==> src/sv/double_ended_queue_defines.svh <==
// Assertion macros shared by the double-ended queue RTL.
`ifndef DOUBLE_ENDED_QUEUE_DEFINES_SVH
`define DOUBLE_ENDED_QUEUE_DEFINES_SVH

// Checks that a condition implies a consequence in the same cycle.
`define DQ_ASSERT_SAME(lbl, ante, cons, msg) \
    lbl: assert property (@(posedge clk) disable iff (!rst_n) (ante) |-> (cons)) \
        else $error(msg);

// Checks that a condition implies a consequence in the following cycle.
`define DQ_ASSERT_NEXT(lbl, ante, cons, msg) \
    lbl: assert property (@(posedge clk) disable iff (!rst_n) (ante) |=> (cons)) \
        else $error(msg);

`endif

==> src/sv/dque_pkg.sv <==
`timescale 1ns / 1ps

package dque_pkg;

    // Storage geometry.
    localparam int DEPTH      = 16;
    localparam int DATA_WIDTH = 32;
    localparam int ADDR_W     = (DEPTH > 1) ? $clog2(DEPTH) : 1;
    localparam int CNT_W      = $clog2(DEPTH + 1);
    localparam int SUM_W      = CNT_W + 1;

    // Fixed port widths.
    localparam int IN_W     = 32;
    localparam int OUT_W    = 32;
    localparam int MODE_W   = 2;
    localparam int STATUS_W = 2;
    localparam int OCC_W    = 5;

    // Operation codes.
    localparam logic [MODE_W-1:0] MODE_PUSH_FRONT = 2'd0;
    localparam logic [MODE_W-1:0] MODE_PUSH_BACK  = 2'd1;
    localparam logic [MODE_W-1:0] MODE_POP_FRONT  = 2'd2;
    localparam logic [MODE_W-1:0] MODE_POP_BACK   = 2'd3;

    // Status codes.
    localparam logic [STATUS_W-1:0] ST_OK    = 2'd0;
    localparam logic [STATUS_W-1:0] ST_EMPTY = 2'd1;
    localparam logic [STATUS_W-1:0] ST_FULL  = 2'd2;

endpackage

==> src/sv/dque_ram.sv <==
`timescale 1ns / 1ps

module dque_ram #(
    parameter int DEPTH = 16,
    parameter int WIDTH = 32
) (
    input  logic                                     clk,
    input  logic                                     wr_en,
    input  logic [((DEPTH > 1) ? $clog2(DEPTH) : 1)-1:0] wr_addr,
    input  logic [WIDTH-1:0]                         wr_data,
    input  logic                                     rd_en,
    input  logic [((DEPTH > 1) ? $clog2(DEPTH) : 1)-1:0] rd_addr,
    output logic [WIDTH-1:0]                         rd_data
);

    logic [WIDTH-1:0] mem [DEPTH];

    // Write port.
    always_ff @(posedge clk)
    begin
        if (wr_en)
        begin
            mem[wr_addr] <= wr_data;
        end
    end

    // Registered read port.
    always_ff @(posedge clk)
    begin
        if (rd_en)
        begin
            rd_data <= mem[rd_addr];
        end
    end

endmodule

==> src/sv/double_ended_queue.sv <==
`timescale 1ns / 1ps
// Bounded double-ended queue of dque_pkg::DEPTH words held in a ring memory. An item is
// taken when start is high and busy is low; busy stays low, so an item may be given
// in every cycle. Each item yields exactly one result in the cycle after it was taken,
// shown for that single cycle with done high; the receiver cannot stall it and must
// take it then. The result is delayed by the registered read port of the memory.
// A pop on an empty queue reports empty and a push on a full queue reports full;
// neither changes the contents. data_out is zero unless a pop succeeded.

`include "double_ended_queue_defines.svh"

module double_ended_queue (
    input  logic                          clk,
    input  logic                          rst_n,
    input  logic                          start,
    output logic                          busy,
    input  logic [dque_pkg::MODE_W-1:0]   mode,
    input  logic [dque_pkg::IN_W-1:0]     data_in,
    output logic                          done,
    output logic [dque_pkg::OUT_W-1:0]    data_out,
    output logic [dque_pkg::STATUS_W-1:0] status,
    output logic [dque_pkg::OCC_W-1:0]    occupancy
);

    localparam int AW = dque_pkg::ADDR_W;
    localparam int CW = dque_pkg::CNT_W;
    localparam int SW = dque_pkg::SUM_W;

    logic [AW-1:0] front_reg, front_next;
    logic [CW-1:0] count_reg, count_next;
    logic          done_reg;
    logic          pop_ok_reg, pop_ok_next;
    logic [dque_pkg::STATUS_W-1:0] status_reg, status_next;
    logic [CW-1:0] occ_reg;

    logic          accept;
    logic          full;
    logic          empty;
    logic [AW-1:0] front_dec;
    logic [AW-1:0] front_inc;
    logic [SW-1:0] back_sum;
    logic [SW-1:0] last_sum;
    logic [AW-1:0] back_slot;
    logic [AW-1:0] last_slot;

    logic                            wr_en;
    logic [AW-1:0]                   wr_addr;
    logic                            rd_en;
    logic [AW-1:0]                   rd_addr;
    logic [dque_pkg::DATA_WIDTH-1:0] rd_data;

    // The queue never stalls the sender.
    assign busy   = 1'b0;
    assign accept = start && !busy;

    assign full  = (count_reg == CW'(dque_pkg::DEPTH));
    assign empty = (count_reg == '0);

    // Ring index arithmetic, modulo the depth.
    always_comb
    begin
        front_dec = (front_reg == '0) ? AW'(dque_pkg::DEPTH - 1) : front_reg - 1'b1;
        front_inc = (front_reg == AW'(dque_pkg::DEPTH - 1)) ? '0 : front_reg + 1'b1;

        back_sum = SW'(front_reg) + SW'(count_reg);
        if (back_sum >= SW'(dque_pkg::DEPTH))
        begin
            back_sum = back_sum - SW'(dque_pkg::DEPTH);
        end
        back_slot = back_sum[AW-1:0];

        last_sum = SW'(front_reg) + SW'(count_reg) + SW'(dque_pkg::DEPTH - 1);
        if (last_sum >= SW'(2 * dque_pkg::DEPTH))
        begin
            last_sum = last_sum - SW'(2 * dque_pkg::DEPTH);
        end
        else if (last_sum >= SW'(dque_pkg::DEPTH))
        begin
            last_sum = last_sum - SW'(dque_pkg::DEPTH);
        end
        last_slot = last_sum[AW-1:0];
    end

    // Operation decode: index update and memory access for the accepted item.
    always_comb
    begin
        front_next  = front_reg;
        count_next  = count_reg;
        status_next = dque_pkg::ST_OK;
        pop_ok_next = 1'b0;
        wr_en       = 1'b0;
        wr_addr     = back_slot;
        rd_en       = 1'b0;
        rd_addr     = front_reg;

        if (accept)
        begin
            unique case (mode)
                dque_pkg::MODE_PUSH_FRONT:
                begin
                    if (full)
                    begin
                        status_next = dque_pkg::ST_FULL;
                    end
                    else
                    begin
                        front_next = front_dec;
                        wr_en      = 1'b1;
                        wr_addr    = front_dec;
                        count_next = count_reg + 1'b1;
                    end
                end
                dque_pkg::MODE_PUSH_BACK:
                begin
                    if (full)
                    begin
                        status_next = dque_pkg::ST_FULL;
                    end
                    else
                    begin
                        wr_en      = 1'b1;
                        wr_addr    = back_slot;
                        count_next = count_reg + 1'b1;
                    end
                end
                dque_pkg::MODE_POP_FRONT:
                begin
                    if (empty)
                    begin
                        status_next = dque_pkg::ST_EMPTY;
                    end
                    else
                    begin
                        rd_en       = 1'b1;
                        rd_addr     = front_reg;
                        pop_ok_next = 1'b1;
                        front_next  = front_inc;
                        count_next  = count_reg - 1'b1;
                    end
                end
                dque_pkg::MODE_POP_BACK:
                begin
                    if (empty)
                    begin
                        status_next = dque_pkg::ST_EMPTY;
                    end
                    else
                    begin
                        rd_en       = 1'b1;
                        rd_addr     = last_slot;
                        pop_ok_next = 1'b1;
                        count_next  = count_reg - 1'b1;
                    end
                end
                default:
                begin
                    status_next = dque_pkg::ST_OK;
                end
            endcase
        end
    end

    // Control state.
    always_ff @(posedge clk or negedge rst_n)
    begin
        if (!rst_n)
        begin
            front_reg <= '0;
            count_reg <= '0;
            done_reg  <= 1'b0;
        end
        else
        begin
            front_reg <= front_next;
            count_reg <= count_next;
            done_reg  <= accept;
        end
    end

    // Result fields, aligned with the memory read data.
    always_ff @(posedge clk)
    begin
        if (accept)
        begin
            pop_ok_reg <= pop_ok_next;
            status_reg <= status_next;
            occ_reg    <= count_next;
        end
    end

    // Ring memory holding the words.
    dque_ram #(
        .DEPTH (dque_pkg::DEPTH),
        .WIDTH (dque_pkg::DATA_WIDTH)
    ) u_ram (
        .clk     (clk),
        .wr_en   (wr_en),
        .wr_addr (wr_addr),
        .wr_data (data_in[dque_pkg::DATA_WIDTH-1:0]),
        .rd_en   (rd_en),
        .rd_addr (rd_addr),
        .rd_data (rd_data)
    );

    assign done      = done_reg;
    assign data_out  = pop_ok_reg ? dque_pkg::OUT_W'(rd_data) : '0;
    assign status    = status_reg;
    assign occupancy = dque_pkg::OCC_W'(occ_reg);

    // Checks on the index and result logic.
    `DQ_ASSERT_SAME(a_count_bound, 1'b1, count_reg <= CW'(dque_pkg::DEPTH), "count above depth")
    `DQ_ASSERT_NEXT(a_result_follows, accept, done, "accepted item gave no result")
    `DQ_ASSERT_SAME(a_full_status, done && (status == dque_pkg::ST_FULL), occupancy == dque_pkg::OCC_W'(dque_pkg::DEPTH), "full reported below depth")
    `DQ_ASSERT_SAME(a_empty_status, done && (status == dque_pkg::ST_EMPTY), (occupancy == '0) && (data_out == '0), "empty reported with words held")

endmodule

==> config.mk <==
export PLATFORM = sky130hd
export DESIGN_NAME = double_ended_queue
export DESIGN_NICKNAME = d
export VERILOG_FILES = /design/src/sv/dque_pkg.sv /design/src/sv/dque_ram.sv /design/src/sv/double_ended_queue.sv
export VERILOG_INCLUDE_DIRS = /design/src /design/src/sv
export SDC_FILE = /design/constraint.sdc
export NUM_CORES = 1
export LEC_CHECK = 0
export ABC_AREA = 1
export BUFFER_PORTS_ARGS = -buffer_cell sky130_fd_sc_hd__clkbuf_2
export CAP_MARGIN = 20
export CORE_MARGIN = 2
export CORE_UTILIZATION = 38
export DETAILED_ROUTE_END_ITERATION = 8
export PLACE_DENSITY_LB_ADDON = 0.3
export SYNTH_ARGS = -nofsm -noshare
export SYNTH_HDL_FRONTEND = slang
export SYNTH_SLANG_ARGS = --single-unit
==> constraint.sdc <==
create_clock -name clk -period 4.23 [get_ports clk]
set_input_delay 0 -clock clk [delete_from_list [all_inputs] [get_ports clk]]
set_output_delay 0 -clock clk [all_outputs]
set_load 0.02 [all_outputs]
# [Word-level counts from Yosys, hierarchy flattened]
# Memory sizes are Yosys's and may differ from the RTL's. A register that Yosys moved wholly into a read port is not among the register bits.
# Cells that the tools add are included.
[classes] addsub=9 magnitude_cmp=3 n_eq_ne=7 muxes=30 n_reduce_logical=7
[op_table] cell="4-bit two-way mux" n=13
[op_table] cell="32-bit two-way mux" n=1
[op_table] cell="4-bit by 1-bit subtractor with 4-bit output, second input constant" n=4
[op_table] cell="5-bit two-way mux" n=3
[op_table] cell="6-bit by 5-bit greater-or-equal comparator with 1-bit output, second input constant" n=2
[op_table] cell="5-bit case mux with 2 select lines" n=1
[op_table] cell="1-bit two-way mux" n=9
[op_table] cell="4-bit case mux with 2 select lines" n=1
[op_table] cell="4-bit by 5-bit adder with 6-bit output" n=1
[op_table] cell="6-bit by 4-bit adder with 6-bit output, second input constant" n=1
[op_table] cell="6-bit greater-or-equal comparator, second input constant" n=1
[op_table] cell="5-bit by 1-bit adder with 5-bit output, second input constant" n=1
[op_table] cell="5-bit equality test, second input constant" n=1
[op_table] cell="5-bit zero test" n=1
[op_table] cell="5-bit by 1-bit subtractor with 5-bit output, second input constant" n=1
[op_table] cell="4-bit by 1-bit adder with 4-bit output, second input constant" n=1
[op_table] cell="2-bit equality test, second input constant" n=2
[op_table] cell="4-bit equality test, second input constant" n=1
[op_table] cell="4-bit zero test" n=1
[op_table] cell="2-bit inequality test, second input constant" n=2
[op_table] cell="2-bit case mux with 2 select lines" n=1
[op_table] cell="4-bit AND reduction" n=1
[op_table] cell="2-bit OR reduction" n=2
[op_table] cell="2-bit by 1-bit equality test with 1-bit output, second input constant" n=1
[op_table] cell="3 further kinds" n=3
[totals] ff_bits=18 ramBits=512 output_inout_bits=41 word_cells=63 mem_count=1
[memory_table] name="u_ram.mem" words=16 word_bits=32 read_ports=1 rd_clocked_by_memory_dff=1 write_ports=1 line_no="dque_ram.sv:16" text="logic [WIDTH-1:0] mem [DEPTH];"

# [Logic depth before layout (Yosys ltp)]
# Gate-level depths: netlist (run 1).
[depth] depth_word=8 depth_mapped=14 ltp_nobuf=13

# [By module]
# From an unflattened synthesis (run 1), not the netlist that was laid out.
[hier_totals] hier_cells=2373 hier_area_um2=24641.1
[modules_own_cells] mod="dque_ram" instances=1 cells_each=2120 area_per_inst_um2=23050.9
[modules_own_cells] mod="double_ended_queue" instances=1 cells_each=253 area_per_inst_um2=1590.3

# [Worst setup path after synthesis (run 1)]
# No wires, ideal clock.
[synth_timing] path_type="reg2reg" start="register count_reg[1]" end="memory u_ram.mem[10][0] (enable)" setup_time_ns=0.421 t_arrival_ns=3.084 setup_slack_ns=0.725 path_stages_with_launch=11 n_path_buf=0 path_cell_list="dfrtp_1 -> inv_1 -> ha_1 -> nand3_1 -> nand2_1 -> nor2_2 -> nand2_1 -> or2_0 -> o21ai_0 -> nand2_1 -> nor2_1"
[synth_via] elab_chain_len=6 word_cells_on_any_way=13 cone_classes="add/sub (2); order compare (1); eq/ne (1); mux (9)"
[synth_rtl] element="from (decl)" line_no="double_ended_queue.sv:30" text="logic [CW-1:0] count_reg, count_next;"
[synth_rtl] element="from (signal assigned)" line_no="double_ended_queue.sv:175" text="count_reg <= count_next;"
[synth_rtl] element="4-bit by 5-bit adder with 6-bit output / 5-bit equality test (equally long branches)" line_no="double_ended_queue.sv:65, double_ended_queue.sv:56"
[synth_rtl] element="6-bit by 5-bit greater-or-equal comparator with 1-bit output (tied with other cells)" line_no="double_ended_queue.sv:66" text="if (back_sum >= SW'(dque_pkg::DEPTH))"
[synth_rtl] element="4-bit two-way mux / 1-bit two-way mux (equally long branches)"
[synth_rtl] element="4-bit two-way mux / 1-bit two-way mux (equally long branches)" line_no="double_ended_queue.sv:101, double_ended_queue.sv:96"
[synth_rtl] element="4-bit two-way mux / 1-bit two-way mux (equally long branches)"
[synth_rtl] element="4-bit two-way mux / 1-bit two-way mux (equally long branches)" line_no="double_ended_queue.sv:96, dque_ram.sv:23"
[synth_rtl] element="to (decl)" line_no="dque_ram.sv:16"
# Several ways; a longest one is shown, not always the timed one.

# [Worst setup path after layout (run 1)]
[layout_timing] start="register front_reg[0]" end="register u_ram.rd_data[24], read port of u_ram.mem, data pin"
[layout_via] elab_chain_len=8 word_cells_on_any_way=11 cone_classes="add/sub (4); order compare (2); mux (5)"
[layout_rtl] element="from (decl)" line_no="double_ended_queue.sv:29" text="logic [AW-1:0] front_reg, front_next;"
[layout_rtl] element="from (signal assigned)" line_no="double_ended_queue.sv:174" text="front_reg <= front_next;"
[layout_rtl] element="4-bit by 5-bit adder with 6-bit output" line_no="double_ended_queue.sv:72" text="last_sum = SW'(front_reg) + SW'(count_reg) + SW'(dque_pkg::DEPTH - 1);"
[layout_rtl] element="6-bit by 4-bit adder with 6-bit output" line_no="double_ended_queue.sv:72"
[layout_rtl] element="6-bit by 5-bit greater-or-equal comparator with 1-bit output / 4-bit by 1-bit subtractor with 4-bit output (equally long branches)" line_no="double_ended_queue.sv:77, double_ended_queue.sv:75, double_ended_queue.sv:79"
[layout_rtl] element="4-bit two-way mux" line_no="double_ended_queue.sv:77" text="else if (last_sum >= SW'(dque_pkg::DEPTH))"
[layout_rtl] element="4-bit two-way mux" line_no="double_ended_queue.sv:73" text="if (last_sum >= SW'(2 * dque_pkg::DEPTH))"
[layout_rtl] element="4-bit two-way mux" line_no="double_ended_queue.sv:143" text="if (empty)"
[layout_rtl] element="4-bit two-way mux"
[layout_rtl] element="4-bit two-way mux (*)" line_no="double_ended_queue.sv:96" text="if (accept)"
[layout_rtl] element="to (decl)" line_no="dque_ram.sv:13" text="output logic [WIDTH-1:0] rd_data"
# Every way passes the cells marked *; elsewhere a longest branch is shown, timed or not.
# A chain may end at the register's enable or synchronous reset.

==> out/qor.txt, run 1 <==
Core area -> 0.0655 mm²
PortBufs -> 76
Gr ovfl total -> 0
Final #Nets -> 2565
Post-synth top area share -> 66.1%
Final Skew -> 0.0268 ns
DRT antenna net count -> 0
Worst relative slew slack -> 22.6%
Tot Pwr -> 19.5 mW
Least-Margin Pin Slew -> 1.16 ns
Avg Cell Area, Syn -> 10.4 µm²
Yosys top cell by area -> edfxtp_1
WL final -> 68400 µm
Synth cell count leaders -> 622 x nand3_1, 570 x inv_1, 552 x edfxtp_1
Clock sinks -> 562
Pre-CTS WS -> 0.771 ns
Die W -> 261 µm
Share of post-route cells with drive strength above 1 -> 9.23%
# rows -> 94
Synth async-reset ratio -> 1.78%
Synth Flop Type -> edfxtp_1
Slowest cell on the critical path -> fa_1
Hpwl dp -> 39600 µm
Critical path class -> register to register
FF-to-FF End -> u_ram.rd_data[24]
GRT Overall Usage -> 20.1%
Top post-synthesis cells by area -> edfxtp_1 66%, nand3_1 12%, inv_1 8.5%
Hold WC Path Type -> input port to register
Die ar. -> 0.0681 mm²
Post-synth EDFFs -> 552
R2R Setup Slk -> 0.75 ns
Skew-Pair Late Insertion Delay -> 0.64 ns
RD Place Congestion -> 0.845
Status -> complete, no violations
Wire length per cell -> 19.9 µm
Pwr/cell area -> 673 mW/mm²
TNS Setup -> 0 ns
Via count -> 17200
Period Utilization, post-route -> 82.2%
Post-Synthesis Cells -> 2424
DR iter-0 viols -> 1671
Worst EP required -> 4.60 ns
Root Buffer -> clkbuf_16
H-tree depth -> 2
RSZ-0062 raised after global routing -> no
End point of the critical path -> u_ram.rd_data[24]
Largest net degree at the start of global routing -> 90
Vias in the first global route -> 16358
# setup viols final -> 0
Worst R2R Start -> front_reg[0]
Max reg flops -> 512
Reg2reg path depth -> 11
Vias per cell -> 5.01
Num CTS Buffers -> 59
CP bufs+invs -> 2
DRC viols -> 0
Fin. max-slew vios -> 0
CP delay by family, top -> adder cells
Post-Layout Cell Count -> 3431
CTS tree -> yes
Setup crit start -> front_reg[0]
Top reg by flops -> u_ram.mem
IO Pins -> 78
Fin worst setup slack -> 0.752 ns
DP Cell Count -> 3284
First-pass GRT wire length -> 102000 µm
CP Depth -> 11
Crit. End Element -> register
Critical Path Max Stage Delay -> 0.53 ns
Max rail drop VDD -> 0.000696 V
Post-synth net total -> 2471
CP startpoint kind -> register
Max-Cap Viols -> 0
Top flop regs -> u_ram.mem: 512 flops, u_ram.rd_data: 32 flops
Final Hold Fails -> 0
Synth Warn # -> 0
Count leader, synth -> nand3_1
Sequential cell area fraction in the yosys report -> 67.1%
Fmax -> 0.288 GHz
Initial antenna violation count -> 0
Distinct cells, synth -> 35
Min Tclk post-route -> 3.48 ns
Arrival time worst endpoint -> 3.85 ns
Leakage power -> 12.5 nW
Critical Path Fanout Max -> 28
Mapped Area -> 0.0251 mm²
Max Buffers Root-to-Sink -> 3
Router iterations before antenna repair -> 5
Starting Density -> 38.3%
Synth-to-Final Area Change -> 15.3%
Ant diodes -> 0
Die height -> 261 µm
Reg clk slew, reported paths -> 0.06 ns
Crit path cell chain -> ha_1, fa_1, inv_1, ha_1, xor2_1, nand2_1, o21ai_4, buf_4, nand3_1, nand3_1, nand2_1
Register bit total from synthesis -> 562
Post-cts sizing count -> 0
-- worst register-to-register path, stage by stage, from the launching register on --
cell and delay [ns]:
dfrtp_1 0.46, ha_1 0.26, fa_1 0.53, inv_1 0.08, ha_1 0.21, xor2_1 0.28
nand2_1 0.15, o21ai_4 0.40, buf_4 0.49, nand3_1 0.17, nand3_1 0.12, nand2_1 0.06
-- placed cells by master, fill, tap and decap left out, types with 11 or more instances in the layout --
| cell | Yosys | final |
|---|---|---|
| nand3_1 | 622 | 621 |
| inv_1 | 570 | 569 |
| dlygate4sd3_1 | 0 | 37 |
| buf_12 | 0 | 24 |
| clkbuf_1 | 20 | 16 |
| clkinv_2 | 0 | 11 |
| buf_4 | 22 | 21 |
| clkinv_1 | 0 | 14 |
| clkbuf_16 | 0 | 59 |
| nand2_1 | 450 | 449 |
| o21ai_0 | 18 | 18 |
| clkbuf_2 | 0 | 76 |
| edfxtp_1 | 552 | 552 |
| nor2_4 | 1 | 18 |
-- where the power goes --
group	internal (mW)	total [mW]	switching, mW
sequential	6.94	7.20	0.252
clock	2.82	5.00	2.18
combinational	2.10	7.29	5.18
total	11.9	19.5	7.62
-- routing by layer --
layer  vias to the layer above  track usage (%)  share of wire, %
met3                        89             3.87               7.6
met5                         -                0                 0
li1                       8083                -                 -
met2                       659             33.3                48
met4                         0             4.51               1.8
met1                      8369             27.5                43
-- how the worst min path moves through the flow --
stage	startpoint	end	slack (ns)	cells after the start
2_1_floorplan	rst_n	count_reg[0]	-0.30	0
3_3_place_gp	rst_n	done	-0.11	1
3_5_place_dp	rst_n	done	-0.11	1
4_1_cts	start	done	0.26	2
5_1_grt	start	done	0.32	2
6_report	start	done	0.29	2
-- metrics by stage --
stage / hold slack, ns / util, % / cell area (µm²)
after global routing: 0.316 / 44.2 / 28900
after floorplan: -0.296 / - / 25100
final: 0.294 / 44.2 / 28900
after global placement: -0.109 / 40.8 / 26700
after CTS: 0.261 / 44.2 / 28900
after detailed placement: -0.112 / 40.8 / 26700
-- cells by family (layout without fill, tap and decap cells) --
family / after synthesis / after routing / share of synthesized area (%)
flip-flops: 562 / 562 / 67.1
other: 1 / 1 / 0.0149
AO/OA/AOI/OAI: 33 / 33 / 0.803
XOR/XNOR: 11 / 11 / 0.384
adder cells (fa/ha/maj): 10 / 10 / 0.529
buffers and inverters: 696 / 839 / 11.2
AND/OR/NAND/NOR: 1111 / 1111 / 20.0
-- final cells by class --
cell class,count,area [µm²]
clock buffer,75,1540
clock inverter,35,308
fill,6049,36600
inverter,571,2140
multi-input combinational,1166,5660
sequential,562,16800
tap,864,1080
timing repair buffer,158,1390
-- what timing repair did --
action,in CTS,in global routing
setup endpoints to repair,0,0
hold endpoints to repair,537,0
buffers inserted,0,0
hold buffers,37,0
No activity file was read; power rests on OpenSTA's default activity.
==> inputs of run 2 (changes only) <==
- clock period: 4.23 -> 3.6 ns (I/O delays scaled with it)
==> run 2 against run 1 <==
Worst setup slack worse by 0.43 ns. Global-route usage fell by 0.66 points. Routed wire length decreased by 4.0%. Highest routed layer unchanged.
==> out/qor.txt, run 2 (synthesis results as in run 1) <==
Largest net degree at the start of global routing -> 74 (-18%)
Starting Density -> 38.3% (unchanged)
Initial antenna violation count -> 0 (unchanged)
Share of post-route cells with drive strength above 1 -> 9.70% (+0.47 points)
Worst relative slew slack -> 50.2% (+28 points)
Post-route cell area -> 0.0290 mm² (+0.30%)
Max-Cap Viols -> 0 (unchanged)
Root Buffer -> clkbuf_16
Commonest non-fill, non-tap cell in the layout -> nand3_1
# setup viols final -> 0 (unchanged)
Hold WC Path Type -> input port to register
Fin. max-slew vios -> 0 (unchanged)
Die height -> 261 µm (unchanged)
IO Pins -> 78 (unchanged)
Wire length per cell -> 19.1 µm (-4.2%)
Skew-Pair Late Insertion Delay -> 0.63 ns (about the same)
Top flop regs -> u_ram.mem: 512 flops, u_ram.rd_data: 32 flops
Critical path class -> register to register
Clock sinks -> 562 (unchanged)
Leakage power -> 12.5 nW (+0.53%)
Top reg by flops -> u_ram.mem
Router iterations before antenna repair -> 5 (unchanged)
DRT antenna net count -> 0 (unchanged)
Final Skew -> 0.0242 ns (-0.00252 ns)
TNS Setup -> 0 ns (unchanged)
Via count -> 17117 (-0.48%)
Crit. End Element -> register
WL final -> 65700 µm (-4.0%)
Synth-to-Final Area Change -> 15.7%
Arrival time worst endpoint -> 3.54 ns (-0.31 ns)
Tot Pwr -> 22.8 mW (+17%)
CP startpoint kind -> register
Die W -> 261 µm (unchanged)
Max Buffers Root-to-Sink -> 3 (unchanged)
Vias in the first global route -> 16467 (+0.67%)
DR iter-0 viols -> 1586 (-5.1%)
Max rail drop VDD -> 0.000584 V (-16%)
Core area -> 0.0655 mm² (unchanged)
Min Tclk post-route -> 3.28 ns (-0.203 ns)
# rows -> 94 (unchanged)
Max reg flops -> 512 (unchanged)
GRT Overall Usage -> 19.4% (-0.66 points)
Final core utilization -> 44.3% (+0.13 points)
Pwr/cell area -> 785 mW/mm² (+17%)
Most frequent cells in the layout -> 621 x nand3_1, 569 x inv_1, 552 x edfxtp_1, 449 x nand2_1, 76 x clkbuf_2
Period Utilization, post-route -> 91.0% (+8.8 points)
Num CTS Buffers -> 57 (-3.4%)
Post-CTS Setup Inserts -> 0 (unchanged)
RD Place Congestion -> 0.829 (-1.9%)
First-pass GRT wire length -> 100000 µm (-2.1%)
Gr ovfl total -> 0 (unchanged)
CTS tree -> yes
Final Hold Fails -> 0 (unchanged)
Critical Path Fanout Max -> 21 (-25%)
H-tree depth -> 2 (unchanged)
Ant diodes -> 0 (unchanged)
PortBufs -> 76 (unchanged)
Vias per cell -> 4.98 (-0.74%)
Reg clk slew, reported paths -> 0.06 ns (about the same)
Least-Margin Pin Slew -> 0.742 ns (-0.417 ns)
Cell Area, Placed -> 0.0268 mm² (+0.41%)
RSZ-0062 raised after global routing -> no
Die ar. -> 0.0681 mm² (unchanged)
Status -> complete, no violations
Hpwl dp -> 36300 µm (-8.4%)
Fmax -> 0.305 GHz (+6.2%)
Final #Nets -> 2576 (+0.43%)
DRC viols -> 0 (unchanged)
Worst EP required -> 3.86 ns (-0.74 ns)
run 2: cell types whose count changed in the layout (fill, tap and decap cells not counted), sizes merged:
cell      previous run  this run
clkbuf             151       144
buf                 45        58
clkinv              27        28
bufinv               4         5
clkinvlp             1         4
inv                574       572
run 2: critical path, stage by stage, from the launching register on:
cell and delay [ns]:
dfrtp_1 0.46, inv_1 0.11, ha_1 0.24, nand3_1 0.14, nand2_1 0.09, nor2_2 0.26, nand2_1 0.21, o21ai_0 0.34
nand3_1 0.41, nor2_4 0.23, buf_4 0.39
run 2: path summary, 6_finish.rpt:
path                                     end  depth (start not counted)  slack, ns          from
max in group asynchronous       count_reg[0]                          3       2.84         rst_n
setup reg to reg           u_ram.mem[12][16]                         10       0.32  count_reg[1]
hold / removal                          done                          2       0.32         start
setup / recovery           u_ram.mem[12][16]                         10       0.32  count_reg[1]
min in group asynchronous               done                          3       0.43         rst_n
hold reg to reg                 count_reg[0]                          1       0.61  count_reg[0]
run 2: final cells by class:
class | instances | area [µm²]
timing repair buffer | 171 | 1500
clock buffer | 68 | 1490
clock inverter | 38 | 332
fill | 6007 | 36500
inverter | 571 | 2140
multi-input combinational | 1166 | 5660
sequential | 562 | 16800
tap | 864 | 1080
run 2: through the flow:
stage | hold WS [ns] | worst slack [ns] | std cells
after floorplan | -0.296 | 0.0952 | 2424
after global placement | -0.107 | 0.400 | 3297
after detailed placement | -0.107 | 0.375 | 3297
after CTS | 0.290 | 0.354 | 3440
after global routing | 0.339 | 0.0785 | 3440
final | 0.317 | 0.325 | 3440
run 2: power by group:
part / leakage (nW) / internal (mW) / switching, mW
Sequential: 5.11 / 8.16 / 0.277
Combinational: 6.52 / 2.56 / 6.00
Clock: 0.883 / 3.30 / 2.48
Total: 12.5 / 14.0 / 8.76
run 2: what timing repair did:
action	4_1_cts	5_1_grt
endpoints found under the hold margin	545	0
hold buffers	37	0
gates resized for setup	0	0
run 2: metal layers:
layer / wire (µm) / track usage (%) / up-vias
li1: - / - / 8102
met1: 29000 / 27.1 / 8307
met2: 30500 / 31.5 / 599
met3: 4610 / 3.23 / 109
met4: 1570 / 5.43 / 0
met5: 0 / 0 / -
==> inputs of run 3 (changes only) <==
- SETUP_SLACK_MARGIN: not set -> 0.5
==> run 3 against run 2 <==
Sequential power about the same. Sequential share of layout area down 0.76 points. Clock-buffer cell count unchanged. Fmax up 8.1%. Total power up 2.8%. Worst setup slack better by 0.25 ns. First-iteration DRC count up 7.3%. Critical path depth up 1. Global-route usage up 0.20 points. Cell area up 1.3%. Clock skew down 0.0034 ns. Largest power group unchanged.
==> out/qor.txt, run 3 (synthesis results as in run 1) <==
Status -> complete, no violations
Sw power -> 9.09 mW (+3.7%)
DR iter-0 viols -> 1702 (+7.3%)
Least-Margin Pin Slew -> 0.792 ns (+0.0500 ns)
Worst relative slew slack -> 46.8% (-3.4 points)
Fmax -> 0.330 GHz (+8.1%)
First-pass GRT wire length -> 101000 µm (+0.80%)
Fin worst setup slack -> 0.570 ns (+0.245 ns)
H-tree depth -> 2 (unchanged)
Largest net degree at the start of global routing -> 74 (unchanged)
Hpwl dp -> 36300 µm (unchanged)
Die ar. -> 0.0681 mm² (unchanged)
Crit. End Element -> register
RSZ-0062 raised after global routing -> no
Critical Path Fanout Max -> 16 (-24%)
GRT Overall Usage -> 19.7% (+0.20 points)
Pwr/cell area -> 797 mW/mm² (+1.5%)
Internal power -> 14.3 mW (+2.3%)
Arrival time worst endpoint -> 3.38 ns (-0.16 ns)
Reg power frac -> 36.0% (-1.0 points)
Num CTS Buffers -> 57 (unchanged)
Final #Nets -> 2590 (+0.54%)
PortBufs -> 76 (unchanged)
CTS tree -> yes
Skew-Pair Late Insertion Delay -> 0.62 ns (about the same)
Share of post-route cells with drive strength above 1 -> 10.6% (+0.91 points)
Pre-CTS WS -> 0.375 ns (unchanged)
Reg2reg path depth -> 11 (+1)
Max-Cap Viols -> 0 (unchanged)
Min Tclk post-route -> 3.03 ns (-0.245 ns)
Final Hold Fails -> 0 (unchanged)
Clock sinks -> 562 (unchanged)
Worst hold slack -> 0.316 ns (-0.000551 ns)
Most frequent cells in the layout -> 617 x nand3_1, 569 x inv_1, 552 x edfxtp_1, 444 x nand2_1, 76 x clkbuf_2
WL final -> 68500 µm (+4.3%)
Ant diodes -> 0 (unchanged)
TNS Setup -> 0 ns (unchanged)
Gr ovfl total -> 0 (unchanged)
Sw Share -> 38.8% (+0.31 points)
Final Skew -> 0.0208 ns (-0.00343 ns)
Period Utilization, post-route -> 84.2% (-6.8 points)
Synth-to-Final Area Change -> 17.2%
Die W -> 261 µm (unchanged)
Top reg by flops -> u_ram.mem
Leakage power -> 12.7 nW (+1.2%)
Initial antenna violation count -> 0 (unchanged)
Wire length per cell -> 19.8 µm (+3.9%)
Max reg flops -> 512 (unchanged)
Vias in the first global route -> 16533 (+0.40%)
Worst R2R Start -> front_reg[0]
Clk network pwr share -> 24.7% (-0.7 points)
End point of the critical path -> u_ram.rd_data[19]
DRC viols -> 0 (unchanged)
Worst EP required -> 3.95 ns (+0.09 ns)
Critical path class -> register to register
Starting Density -> 38.3% (unchanged)
Reg clk slew, reported paths -> 0.06 ns (about the same)
FF-to-FF End -> u_ram.rd_data[19]
Core area -> 0.0655 mm² (unchanged)
# setup viols final -> 0 (unchanged)
IO Pins -> 78 (unchanged)
RD Place Congestion -> 0.829 (unchanged)
Setup crit start -> front_reg[0]
Vias per cell -> 5.01 (+0.74%)
R2R Setup Slk -> 0.57 ns (+0.25 ns)
Root Buffer -> clkbuf_16
Fin. max-slew vios -> 0 (unchanged)
Commonest non-fill, non-tap cell in the layout -> nand3_1
Via count -> 17314 (+1.2%)
DRT antenna net count -> 0 (unchanged)
Die height -> 261 µm (unchanged)
# rows -> 94 (unchanged)
Hold WC Path Type -> input port to register
Max Buffers Root-to-Sink -> 3 (unchanged)
Top flop regs -> u_ram.mem: 512 flops, u_ram.rd_data: 32 flops
CP startpoint kind -> register
Max rail drop VDD -> 0.000542 V (-7.2%)
Comb pwr share -> 39.3% (+1.7 points)
Router iterations before antenna repair -> 5 (unchanged)
==> run 3: cell types whose count changed in the layout (fill, tap and decap cells not counted), sizes merged <==
cell,before,now
buf,58,65
clkbuf,144,151
==> run 3: critical path, stage by stage (launching register included) <==
cell and delay (ns):
dfrtp_1 0.47, ha_1 0.28, fa_1 0.53, inv_1 0.09, ha_1 0.24, xor2_2 0.24, nand2_1 0.13, o21ai_4 0.18
buf_12 0.25, nand3_1 0.10, nand3_1 0.14, nand2_1 0.12
==> run 3: per-layer routing <==
metal  GRT usage [%]  vias to the layer above  part of all wire, %
li1                -                     8135                    -
met1            27.4                     8458                   43
met2            31.6                      615                   46
met3            3.39                      106                  7.7
met4            5.81                        0                  2.4
met5               0                        -                    0
==> run 3: what timing repair did <==
item | in CTS | in global routing
pin swaps | 0 | 5
cloned | 1 | 7
setup buffers | 0 | 6
gates resized for setup | 14 | 25
endpoints found under the setup margin | 276 | 542
endpoints found under the hold margin | 545 | 0
hold buffers | 37 | 0
==> run 3: final cells by class <==
| type | count | area (µm²) |
|---|---|---|
| well taps | 864 | 1080 |
| repair buffers | 185 | 1830 |
| multi-input cells | 1166 | 5710 |
| fillers | 5969 | 36100 |
| inverters | 571 | 2140 |
| clock inverters | 38 | 332 |
| flip-flops and latches | 562 | 16800 |
| clock buffers | 68 | 1490 |
==> run 3: worst min-delay path by stage <==
stage | start | to | depth (start not counted)
floorplan | rst_n | count_reg[0] | 0
global placement | rst_n | done | 1
detailed placement | rst_n | done | 1
CTS | start | done | 2
global route | start | done | 2
finish | start | done | 2
==> run 3: metrics by stage <==
stage               cells  power, mW  area, µm²  utilization, %
floorplan            2424       14.0      25100               -
global placement     3297       16.9      26800            41.0
detailed placement   3297       17.0      26800            41.0
CTS                  3441       23.0      29100            44.4
global route         3454       24.7      29400            44.9
finish               3454       23.4      29400            44.9
==> run 3: power by group through the flow <==
stage                     combinational, mW  clock (mW)  sequential, mW
final                                  9.20        5.80            8.43
after floorplan                        5.52           0            8.50
after CTS                              8.71        5.90            8.44
after global placement                 8.38           0            8.55
after global routing                   10.0        6.14            8.50
after detailed placement               8.48           0            8.57
